File: src/sv/csb_pkg.sv
// Shared types and codes for the counting semaphore bank.
package csb_pkg;

  // Operation carried in the kind field.
  localparam logic KIND_P = 1'b0;
  localparam logic KIND_V = 1'b1;

  // Result status codes.
  typedef logic [2:0] status_t;
  localparam status_t ST_GRANTED  = 3'd0;
  localparam status_t ST_QUEUED   = 3'd1;
  localparam status_t ST_RELEASED = 3'd2;
  localparam status_t ST_HANDED   = 3'd3;
  localparam status_t ST_BAD_SEM  = 3'd4;
  localparam status_t ST_BAD_PROC = 3'd5;
  localparam status_t ST_FULL     = 3'd6;

  // Request class decided by the front end.
  typedef logic [1:0] cls_t;
  localparam cls_t CLS_OK       = 2'd0;
  localparam cls_t CLS_BAD_SEM  = 2'd1;
  localparam cls_t CLS_BAD_PROC = 2'd2;

  // Count limits and reset value.
  typedef logic signed [5:0] count_t;
  localparam count_t COUNT_MAX = 6'sd15;
  localparam count_t COUNT_RST = 6'sd1;

  // Classified request passed from the front end to the back end.
  typedef struct packed {
    logic       kind;
    logic [3:0] sem_idx;
    logic [7:0] pid;
    cls_t       cls;
  } cmd_t;

  // One result word.
  typedef struct packed {
    count_t     new_count;
    logic [7:0] owner_pid;
    logic       owner_valid;
    status_t    status;
  } res_t;

endpackage

File: src/sv/csb_front.sv
// Front end: accepts request words, classifies them and buffers them in a two-word queue.
module csb_front import csb_pkg::*; #(
  parameter int SEMAPHORES = 8,
  parameter int PROCESSES  = 32
) (
  input  logic        clk,
  input  logic        rst_n,
  input  logic        in_tvalid,
  output logic        in_tready,
  input  logic [15:0] in_tdata,   // sem_index[3:0], requester_pid[11:4], zero pad
  input  logic [0:0]  in_tuser,   // kind[0]
  output logic        q_valid,
  output cmd_t        q_cmd,
  input  logic        q_pop
);

  localparam int QDEPTH = 2;
  localparam logic [1:0] FILL_FULL = 2'(QDEPTH);

  cmd_t       slot_r [QDEPTH];
  logic       wr_ptr_r;
  logic       rd_ptr_r;
  logic [1:0] fill_r;
  cmd_t       cmd_in;
  logic       bad_sem;
  logic       bad_pid;
  logic       push;

  // Range checks on the incoming word.
  assign bad_sem = {1'b0, in_tdata[3:0]} >= 5'(SEMAPHORES);
  assign bad_pid = {1'b0, in_tdata[11:4]} >= 9'(PROCESSES);

  // Classify the request.
  always_comb begin
    cmd_in.kind    = in_tuser[0];
    cmd_in.sem_idx = in_tdata[3:0];
    cmd_in.pid     = in_tdata[11:4];
    priority if (bad_sem) begin
      cmd_in.cls = CLS_BAD_SEM;
    end else if (in_tuser[0] == KIND_P && bad_pid) begin
      cmd_in.cls = CLS_BAD_PROC;
    end else begin
      cmd_in.cls = CLS_OK;
    end
  end

  assign in_tready = (fill_r != FILL_FULL);
  assign push      = in_tvalid && in_tready;
  assign q_valid   = (fill_r != 2'd0);
  assign q_cmd     = slot_r[rd_ptr_r];

  // Queue storage.
  always_ff @(posedge clk) begin
    if (push) begin
      slot_r[wr_ptr_r] <= cmd_in;
    end
  end

  // Queue pointers and fill level.
  always_ff @(posedge clk) begin
    if (!rst_n) begin
      wr_ptr_r <= 1'b0;
      rd_ptr_r <= 1'b0;
      fill_r   <= 2'd0;
    end else begin
      if (push) begin
        wr_ptr_r <= ~wr_ptr_r;
      end
      if (q_pop) begin
        rd_ptr_r <= ~rd_ptr_r;
      end
      unique case ({push, q_pop})
        2'b10:   fill_r <= fill_r + 2'd1;
        2'b01:   fill_r <= fill_r - 2'd1;
        default: fill_r <= fill_r;
      endcase
    end
  end

endmodule

File: src/sv/csb_back.sv
// Back end: per-semaphore state, wait-queue memory and the result register.
module csb_back import csb_pkg::*; #(
  parameter int SEMAPHORES  = 8,
  parameter int QUEUE_DEPTH = 32
) (
  input  logic       clk,
  input  logic       rst_n,
  input  logic       cfg_wen,
  input  logic [3:0] cfg_wdata,
  input  logic       q_valid,
  input  cmd_t       q_cmd,
  output logic       q_pop,
  output logic       res_valid,
  output res_t       res_data,
  input  logic       res_ready
);

  localparam int SEM_IW    = (SEMAPHORES > 1) ? $clog2(SEMAPHORES) : 1;
  localparam int PTR_W     = $clog2(QUEUE_DEPTH);
  localparam int LEN_W     = $clog2(QUEUE_DEPTH + 1);
  localparam int MEM_DEPTH = SEMAPHORES * QUEUE_DEPTH;
  localparam int MEM_AW    = $clog2(MEM_DEPTH);

  localparam logic ST_IDLE = 1'b0;
  localparam logic ST_EXEC = 1'b1;

  function automatic logic [MEM_AW-1:0] mem_addr(input logic [SEM_IW-1:0] s,
                                                 input logic [PTR_W-1:0] p);
    return MEM_AW'(s * QUEUE_DEPTH) + MEM_AW'(p);
  endfunction

  function automatic logic [PTR_W-1:0] ptr_inc(input logic [PTR_W-1:0] p);
    return (p == PTR_W'(QUEUE_DEPTH - 1)) ? '0 : p + PTR_W'(1);
  endfunction

  // Per-semaphore state.
  count_t           count_r    [SEMAPHORES];
  logic [7:0]       owner_id_r [SEMAPHORES];
  logic             owner_vld_r[SEMAPHORES];
  logic [PTR_W-1:0] head_r     [SEMAPHORES];
  logic [PTR_W-1:0] tail_r     [SEMAPHORES];
  logic [LEN_W-1:0] len_r      [SEMAPHORES];

  logic [7:0]        wait_mem [MEM_DEPTH];
  logic [7:0]        mem_rdata_r;
  logic              state_r;
  cmd_t              cmd_r;
  logic              out_valid_r;
  res_t              out_data_r;

  logic [SEM_IW-1:0] pop_idx;
  logic [PTR_W-1:0]  pop_head;
  logic [SEM_IW-1:0] idx;
  logic              fire;
  logic              upd;
  logic              mem_we;
  count_t            cur_cnt;
  count_t            inc_cnt;
  count_t            new_cnt;
  logic [7:0]        new_own;
  logic              new_vld;
  logic [PTR_W-1:0]  new_head;
  logic [PTR_W-1:0]  new_tail;
  logic [LEN_W-1:0]  new_len;
  status_t           status;
  res_t              res_nxt;

  // A word is taken from the queue only when the back end is idle.
  assign q_pop    = q_valid && (state_r == ST_IDLE);
  assign pop_idx  = q_cmd.sem_idx[SEM_IW-1:0];
  assign pop_head = (q_cmd.cls == CLS_BAD_SEM) ? '0 : head_r[pop_idx];

  assign idx     = cmd_r.sem_idx[SEM_IW-1:0];
  assign fire    = (state_r == ST_EXEC) && (!out_valid_r || res_ready);
  assign cur_cnt = count_r[idx];
  assign inc_cnt = (cur_cnt < COUNT_MAX) ? cur_cnt + 6'sd1 : cur_cnt;

  // Work out the step for the held request.
  always_comb begin
    upd      = 1'b0;
    mem_we   = 1'b0;
    new_cnt  = cur_cnt;
    new_own  = owner_id_r[idx];
    new_vld  = owner_vld_r[idx];
    new_head = head_r[idx];
    new_tail = tail_r[idx];
    new_len  = len_r[idx];
    status   = ST_GRANTED;
    priority if (cmd_r.cls == CLS_BAD_SEM) begin
      status = ST_BAD_SEM;
    end else if (cmd_r.cls == CLS_BAD_PROC) begin
      status = ST_BAD_PROC;
    end else if (cmd_r.kind == KIND_P) begin
      priority if (cur_cnt > 6'sd0) begin
        upd     = 1'b1;
        new_cnt = cur_cnt - 6'sd1;
        new_own = cmd_r.pid;
        new_vld = 1'b1;
        status  = ST_GRANTED;
      end else if (len_r[idx] == LEN_W'(QUEUE_DEPTH)) begin
        status = ST_FULL;
      end else begin
        upd      = 1'b1;
        mem_we   = 1'b1;
        new_tail = ptr_inc(tail_r[idx]);
        new_len  = len_r[idx] + LEN_W'(1);
        new_cnt  = cur_cnt - 6'sd1;
        status   = ST_QUEUED;
      end
    end else begin
      upd     = 1'b1;
      new_cnt = inc_cnt;
      if (len_r[idx] != '0) begin
        new_own  = mem_rdata_r;
        new_vld  = 1'b1;
        new_head = ptr_inc(head_r[idx]);
        new_len  = len_r[idx] - LEN_W'(1);
        status   = ST_HANDED;
      end else begin
        status = ST_RELEASED;
      end
    end
    res_nxt.status = status;
    if (cmd_r.cls == CLS_BAD_SEM) begin
      res_nxt.owner_valid = 1'b0;
      res_nxt.owner_pid   = 8'd0;
      res_nxt.new_count   = 6'sd0;
    end else begin
      res_nxt.owner_valid = new_vld;
      res_nxt.owner_pid   = new_own;
      res_nxt.new_count   = new_cnt;
    end
  end

  // Wait-queue memory: head read on pop, tail write on enqueue.
  always_ff @(posedge clk) begin
    if (fire && mem_we) begin
      wait_mem[mem_addr(idx, tail_r[idx])] <= cmd_r.pid;
    end
    if (q_pop) begin
      mem_rdata_r <= wait_mem[mem_addr(pop_idx, pop_head)];
    end
  end

  // Held request.
  always_ff @(posedge clk) begin
    if (q_pop) begin
      cmd_r <= q_cmd;
    end
  end

  // Sequencer.
  always_ff @(posedge clk) begin
    if (!rst_n) begin
      state_r <= ST_IDLE;
    end else if (q_pop) begin
      state_r <= ST_EXEC;
    end else if (fire) begin
      state_r <= ST_IDLE;
    end
  end

  // Semaphore state update, reinitialized by reset or a configuration write.
  always_ff @(posedge clk) begin
    if (!rst_n) begin
      for (int i = 0; i < SEMAPHORES; i++) begin
        count_r[i]     <= COUNT_RST;
        owner_id_r[i]  <= 8'd0;
        owner_vld_r[i] <= 1'b0;
        head_r[i]      <= '0;
        tail_r[i]      <= '0;
        len_r[i]       <= '0;
      end
    end else if (cfg_wen) begin
      for (int i = 0; i < SEMAPHORES; i++) begin
        count_r[i]     <= $signed({2'b00, cfg_wdata});
        owner_id_r[i]  <= 8'd0;
        owner_vld_r[i] <= 1'b0;
        head_r[i]      <= '0;
        tail_r[i]      <= '0;
        len_r[i]       <= '0;
      end
    end else if (fire && upd) begin
      count_r[idx]     <= new_cnt;
      owner_id_r[idx]  <= new_own;
      owner_vld_r[idx] <= new_vld;
      head_r[idx]      <= new_head;
      tail_r[idx]      <= new_tail;
      len_r[idx]       <= new_len;
    end
  end

  // Result register.
  always_ff @(posedge clk) begin
    if (!rst_n) begin
      out_valid_r <= 1'b0;
    end else if (fire) begin
      out_valid_r <= 1'b1;
    end else if (res_ready) begin
      out_valid_r <= 1'b0;
    end
  end

  always_ff @(posedge clk) begin
    if (fire) begin
      out_data_r <= res_nxt;
    end
  end

  assign res_valid = out_valid_r;
  assign res_data  = out_data_r;

endmodule

File: src/sv/counting_semaphore_bank_top.sv
// Top level of the counting semaphore bank.
//
// A bank of SEMAPHORES counting semaphores, each with a FIFO wait queue of up to
// QUEUE_DEPTH process ids. Each request word (P or V) yields exactly one result word
// with a status, the semaphore's owner and its count after the step. The back end
// handles one request at a time: taking a word reads the head entry of the
// wait-queue memory, then the exec step updates the semaphore and loads the result
// register. A two-word queue in front lets requests arrive while a
// result waits to be taken. A write to cfg_wdata sets every count to the written
// value and empties every queue and owner; write it only while the bank is idle.
module counting_semaphore_bank_top import csb_pkg::*; #(
  parameter int SEMAPHORES  = 8,
  parameter int PROCESSES   = 32,
  parameter int QUEUE_DEPTH = 32
) (
  input  logic        clk,
  input  logic        rst_n,
  input  logic        cfg_wen,
  input  logic [3:0]  cfg_wdata,
  input  logic        in_tvalid,
  output logic        in_tready,
  input  logic [15:0] in_tdata,   // sem_index[3:0], requester_pid[11:4], zero pad
  input  logic [0:0]  in_tuser,   // kind[0]
  output logic        out_tvalid,
  input  logic        out_tready,
  output logic [23:0] out_tdata   // status[2:0], owner_valid[3], owner_pid[11:4],
                                  // new_count[17:12], zero pad
);

  logic q_valid;
  cmd_t q_cmd;
  logic q_pop;
  res_t res_data;

  // Request intake and classification.
  csb_front #(
    .SEMAPHORES(SEMAPHORES),
    .PROCESSES (PROCESSES)
  ) u_front (
    .clk      (clk),
    .rst_n    (rst_n),
    .in_tvalid(in_tvalid),
    .in_tready(in_tready),
    .in_tdata (in_tdata),
    .in_tuser (in_tuser),
    .q_valid  (q_valid),
    .q_cmd    (q_cmd),
    .q_pop    (q_pop)
  );

  // Semaphore state and result generation.
  csb_back #(
    .SEMAPHORES (SEMAPHORES),
    .QUEUE_DEPTH(QUEUE_DEPTH)
  ) u_back (
    .clk      (clk),
    .rst_n    (rst_n),
    .cfg_wen  (cfg_wen),
    .cfg_wdata(cfg_wdata),
    .q_valid  (q_valid),
    .q_cmd    (q_cmd),
    .q_pop    (q_pop),
    .res_valid(out_tvalid),
    .res_data (res_data),
    .res_ready(out_tready)
  );

  // Pack the result word.
  assign out_tdata = {6'd0, res_data.new_count, res_data.owner_pid,
                      res_data.owner_valid, res_data.status};

endmodule

File: config.mk
export PLATFORM = sky130hd
export DESIGN_NAME = counting_semaphore_bank_top
export DESIGN_NICKNAME = d
export VERILOG_FILES = /design/src/sv/csb_pkg.sv /design/src/sv/csb_front.sv /design/src/sv/csb_back.sv /design/src/sv/counting_semaphore_bank_top.sv
export SDC_FILE = /design/constraint.sdc
export NUM_CORES = 2
export LEC_CHECK = 0
export BUFFER_PORTS_ARGS = -buffer_cell sky130_fd_sc_hd__buf_4
export CAP_MARGIN = 20
export CORE_ASPECT_RATIO = 1.75
export CORE_MARGIN = 2
export CORE_UTILIZATION = 28
export DETAILED_ROUTE_END_ITERATION = 8
export PLACE_DENSITY = 0.49
export RECOVER_POWER = 50
export SLEW_MARGIN = 20
export SYNTH_ARGS = -nofsm -noshare
export SYNTH_HDL_FRONTEND = slang
export SYNTH_SLANG_ARGS = --single-unit
File: constraint.sdc
create_clock -name clk -period 5.9 [get_ports clk]
set_input_delay 0.295 -clock clk [delete_from_list [all_inputs] [get_ports clk]]
set_output_delay 0.295 -clock clk [all_outputs]
set_load 0.01 [all_outputs]
-- Word level (Yosys, flattened, before mapping)
Memory sizes are Yosys's and may differ from the RTL's. A register that Yosys moved wholly into a read port is not among the register bits.
Index checks and enable logic that the tools add are counted.
- bits in writable memories: 2326
- output and inout port bits: 26
- memories kept: 8
- bits in registers: 38
- input port bits: 26
- word-level logic and storage cells: 258
- memories (name ; depth ; bits a word ; rd ports ; clocked after memory_dff ; wr ports ; line ; text):
    u_back.wait_mem ; 256 ; 8 ; 1 ; 1 ; 1 ; csb_back.sv:44 ; logic [7:0] wait_mem [MEM_DEPTH];
    u_back.owner_id_r ; 8 ; 8 ; 1 ; 1 ; 8 ; csb_back.sv:38 ; logic [7:0] owner_id_r [SEMAPHORES];
    u_back.count_r ; 8 ; 6 ; 1 ; 1 ; 8 ; csb_back.sv:37 ; count_t count_r [SEMAPHORES];
    u_back.len_r ; 8 ; 6 ; 1 ; 1 ; 8 ; csb_back.sv:42 ; logic [LEN_W-1:0] len_r [SEMAPHORES];
    u_back.head_r ; 8 ; 5 ; 2 ; 1 ; 8 ; csb_back.sv:40 ; logic [PTR_W-1:0] head_r [SEMAPHORES];
    u_back.tail_r ; 8 ; 5 ; 1 ; 1 ; 8 ; csb_back.sv:41 ; logic [PTR_W-1:0] tail_r [SEMAPHORES];
    2 more memories ; - ; - ; - ; - ; - ; - ;
- mux-type cells: 141
- bitwise logic cells: 52
- add/subtract/negate cells: 10
- equal/unequal tests: 9
- order comparisons: 4
- reductions and logical operators: 20
- operators by type and width (kind ; number):
    6-bit 2-to-1 mux ; 30
    5-bit 2-to-1 mux ; 30
    8-bit 2-to-1 mux ; 14
    1-bit 2-to-1 mux ; 49
    1-bit bitwise OR ; 48
    3-bit 2-to-1 mux ; 15
    8-bit by 5-bit adder with 8-bit output ; 2
    6-bit OR reduction ; 2
    5-bit by 1-bit adder with 5-bit output (second input constant) ; 2
    5-bit == test (second input constant) ; 2
    5-bit OR reduction ; 2
    8-bit by 6-bit >= comparator with 1-bit output (second input constant) ; 1
    2-bit nonzero test ; 4
    8-bit OR reduction ; 1
    6-bit by 1-bit adder with 6-bit output (second input constant) ; 1
    6-bit by 2-bit adder with 6-bit output (second input constant) ; 1
    2-bit by 1-bit == test with 1-bit output (second input constant) ; 3
    6-bit == test (second input constant) ; 1
    6-bit by 1-bit > comparator with 1-bit output (second input constant) ; 1
    1-bit logical AND ; 6
    6-bit by 5-bit less-than comparator with 1-bit output (second input constant) ; 1
    6-bit nonzero test ; 1
    6-bit by 1-bit subtractor with 6-bit output (second input constant) ; 1
    6-bit by 2-bit subtractor with 6-bit output (second input constant) ; 1
    12 further kinds ; 17

-- Logic depth before layout (Yosys ltp)
- depth after elaboration: 13
- mapped depth: 19
- depth with buffers taken out: 12

-- By module
Synthesis repeated with hierarchy kept, for this count alone.
- cell total of the unflattened synthesis: 6836
- area total of the unflattened synthesis: 97544.8 sq um
- modules (own cells, without submodules) (module ; area an instance (sq um) ; sequential area each (sq um) ; times used ; cells each):
    csb_back ; 96181.0 ; 70197.3 ; 1 ; 6755
    csb_front ; 1315.0 ; 1001.0 ; 1 ; 74
    counting_semaphore_bank_top ; 48.8 ; 0.0 ; 1 ; 7

-- Worst setup path after synthesis
Ideal clock, no wire load.
- kind: register -> register
- start: register (tool-made name)
- end: memory u_back.count_r[7][0] in the netlist's numbering (enable)
- buffers on the path: 5
- required time: 5.429 ns
- slack: 1.313 ns
- cell stages (with the launch flop): 16
- data arrival time: 4.116 ns
- setup time: 0.471 ns
- clock period less this slack: 4.587 ns
- cells stage by stage: dfxtp_1 > buf_4 > buf_4 > buf_2 > mux4_2 > mux2i_1 > ha_1 > and2_1 > and3_1 > nand2_1 > and4_1 > and2_1 > clkbuf_1 > nand2_1 > clkbuf_1 > nand2_1
- RTL lines (what ; line):
    end, declared ; csb_back.sv:37

==> results_dict.tcl <==
set metrics [dict create \
    outcome "complete, but fails checks" \
    violations "capacitance limit, slew limit" \
    netlist_area_mm2 0.0964 \
    drv_slew 1909 \
    track_usage_pct 18.4 \
    reg2reg_to "u_back.mem_rdata_r[5]" \
    async_flop_share_pct 0 \
    place_congestion 0.877 \
    clock_skew_ps 62.7 \
    synth_area_leaders "edfxtp_1 (73%), mux4_2 (4.7%), nand2_1 (4.3%)" \
    fill_cells 33500 \
    die_area_mm2 0.349 \
    clock.fmax_mhz 173 \
    yosysWarnings 0 \
    synthCells 6424 \
    grt_max_degree 178 \
    fp.dieH_um 780 \
    arrival_ps 6450 \
    h-tree-depth 4 \
    first_iter_violations 5550 \
    placed_area_mm2 0.106 \
    clock-root-buffer "clkbuf_16" \
    ys_types 89 \
    worstPathRequired_ps 6560 \
    rr_worst_depth 7 \
    worstMarginPinSlew_ps 4750 \
    worst_setup_path_end_kind "register" \
    synth-edff-count 2359 \
    drtPass1Iterations 5 \
    dr_total_vias 59000 \
    clock_sinks 2374 \
    antenna_found_initial 10 \
    period_needed_ps 5800 \
    wirelength_mm 330 \
    ir_worst_vdd_uv 480 \
    start_util_pct 28.1 \
    critPathLaunchType "register" \
    cts_buffer_depth 4 \
    p_leak_nw 37.4 \
    coreArea_mm2 0.343 \
    dp_hpwl_mm 211 \
    rows 285 \
    cts_tree "yes" \
    pwr_density_cell_mw_per_mm2 479 \
    synth_area_per_cell_um2 15.0 \
    holdPathStages 2 \
    area.growth.synth_to_final_pct 16.5 \
    clkTransAtPathRegs_ps 70 \
    cts_resized 0 \
    postCtsSetupRepairBufs 0 \
    ys_ff_latch 2374 \
    hold-path-endpoint "u_front.slot_r[0][4]" \
    pin_count 52 \
    drc 0 \
    mostFrequentLayoutCell "edfxtp_1" \
    drtAntennaViolNets 0 \
    synthFlopType "edfxtp_1" \
    die_w_um 448 \
    ys_seq_area_share_pct 73.8 \
    final_area_mm2 0.112 \
    routed_via_density 5.07 \
    crit_type "register to register" \
    slew_headroom_pct -217 \
    grt_pass1_vias 59900 \
    grt_first_pass_wirelength_mm 459 \
    cts_made_buffers 211 \
    r2r_slack_ps 100 \
    hold_viol 0 \
    io_buffers 41 \
    cp_max_fo 26 \
    nNetsFinal 6930 \
    fin_tns_setup_ps 0 \
    hp-class "input pin to register" \
    drive_gt1_share_pct 16.7 \
    min-delay-start "in_tdata[6]" \
    wl_per_cell_um 28.4 \
    period_share_pct 98.2 \
    worstSkewPairLatency_ps 920 \
    drv_cap 24 \
    yosys.area.top_type "edfxtp_1" \
    finalSetupViolCount 0 \
    yosys.area.top_type_share_pct 73.5 \
    grt_overflow 0 \
    layout_common_cells "edfxtp_1 (2359), nand2_1 (1084), nor2_1 (544), buf_4 (540), nand3_1 (362)" \
    rsz0062_at_grt "false" \
]
report_power, final:
part           internal, W  switching [W]
clock network      0.00757        0.00637
logic              0.00510         0.0135
registers           0.0209       0.000332
total               0.0336         0.0202
repair_timing:
| item | 4_1_cts | 5_1_grt |
|---|---|---|
| endpoints found under the setup margin | 0 | 0 |
| hold endpoints to repair | 72 | 0 |
| hold buffers | 23 | 0 |
worst max-delay path, stage by stage (launching register included):
cell	delay, ps
dfxtp_1	570
mux2i_1	470
buf_4	350
clkbuf_1	1770
nand2_1	930
a211oi_1	810
a21oi_1	270
o311a_1	370
routing by layer:
metal	part of all wire, %	GRT usage [%]	wire, um
met3	5.0	2.09	16600
met2	53	34.1	174000
met1	34	19.7	114000
met4	7.7	11.8	25400
met5	0.0039	0	13
how the worst max path moves through the flow:
stage               slack, ps                    end  startpoint
floorplan                1310   u_back.count_r[7][0]    register
global placement          450  u_back.mem_rdata_r[1]    register
detailed placement        300  u_back.mem_rdata_r[1]    register
CTS                       290  u_back.mem_rdata_r[1]    register
global route              150   u_back.count_r[3][2]    register
finish                    100  u_back.mem_rdata_r[5]    register
layout make-up:
cell class              instances  area (um^2)  share of cell area, %
clock buffers                 251         5500                   4.90
flip-flops and latches       2374        71100                   63.3
multi-input cells            3589        23100                   20.6
clock inverters               127         1200                   1.07
diodes                          6         15.0                 0.0134
well taps                    4592         5750                   5.11
repair buffers                683         5510                   4.90
inverters                      30          120                  0.107
through the flow:
| stage | setup slack, ps | power, W | hold slack [ps] | utilization [%] | cells |
|---|---|---|---|---|---|
| 2_1_floorplan | 1310 | 0.0314 | 394 | - | 6429 |
| 4_1_cts | 290 | 0.0539 | 105 | 32.8 | 11600 |
| 5_1_grt | 150 | 0.0554 | 184 | 32.7 | 11700 |
| 3_5_place_dp | 303 | 0.0401 | 469 | 30.8 | 11200 |
| 3_3_place_gp | 446 | 0.0399 | 448 | 30.8 | 11200 |
| 6_report | 104 | 0.0538 | 172 | 32.7 | 11700 |
Yosys cell counts, drive strengths merged (30+ instances only):
master / number
buf: 237
a21oi: 192
a221oi: 37
edfxtp: 2359
clkbuf: 199
mux4: 211
nand2: 1099
mux2i: 215
nor2: 554
o21ai: 107
nor4: 31
a31oi: 107
nand3: 364
a211oi: 65
a311oi: 35
inv: 30
and3: 123
o22ai: 62
a22oi: 83
cell families (layout without fill, tap and decap cells):
family,count (synthesis),after routing,synth area share (%)
DFF,2374,2374,73.8
and+or+nand+nor,2270,2270,10.0
AOI/OAI and AO/OA,836,836,5.87
buffers and inverters,466,1091,2.52
muxes,450,450,7.51
adders and majority gates,15,15,0.195
xor gates and xnor gates,12,12,0.109
other,1,12,0.00389
flip-flops by register name, summed over array words and instances (netlist names), named ones only:
signal	cells
u_back.cmd_r	14
u_back.count_r	48
u_back.head_r	40
u_back.len_r	48
u_back.mem_rdata_r	8
u_back.owner_id_r	64
u_back.owner_vld_r	8
u_back.res_data	18
u_back.res_valid	1
u_back.state_r	1
u_back.tail_r	40
u_back.wait_mem	2048
u_front.fill_r	2
u_front.rd_ptr_r	1
u_front.slot_r	28
u_front.wr_ptr_r	1
No activity file was read; power rests on OpenSTA's default activity.
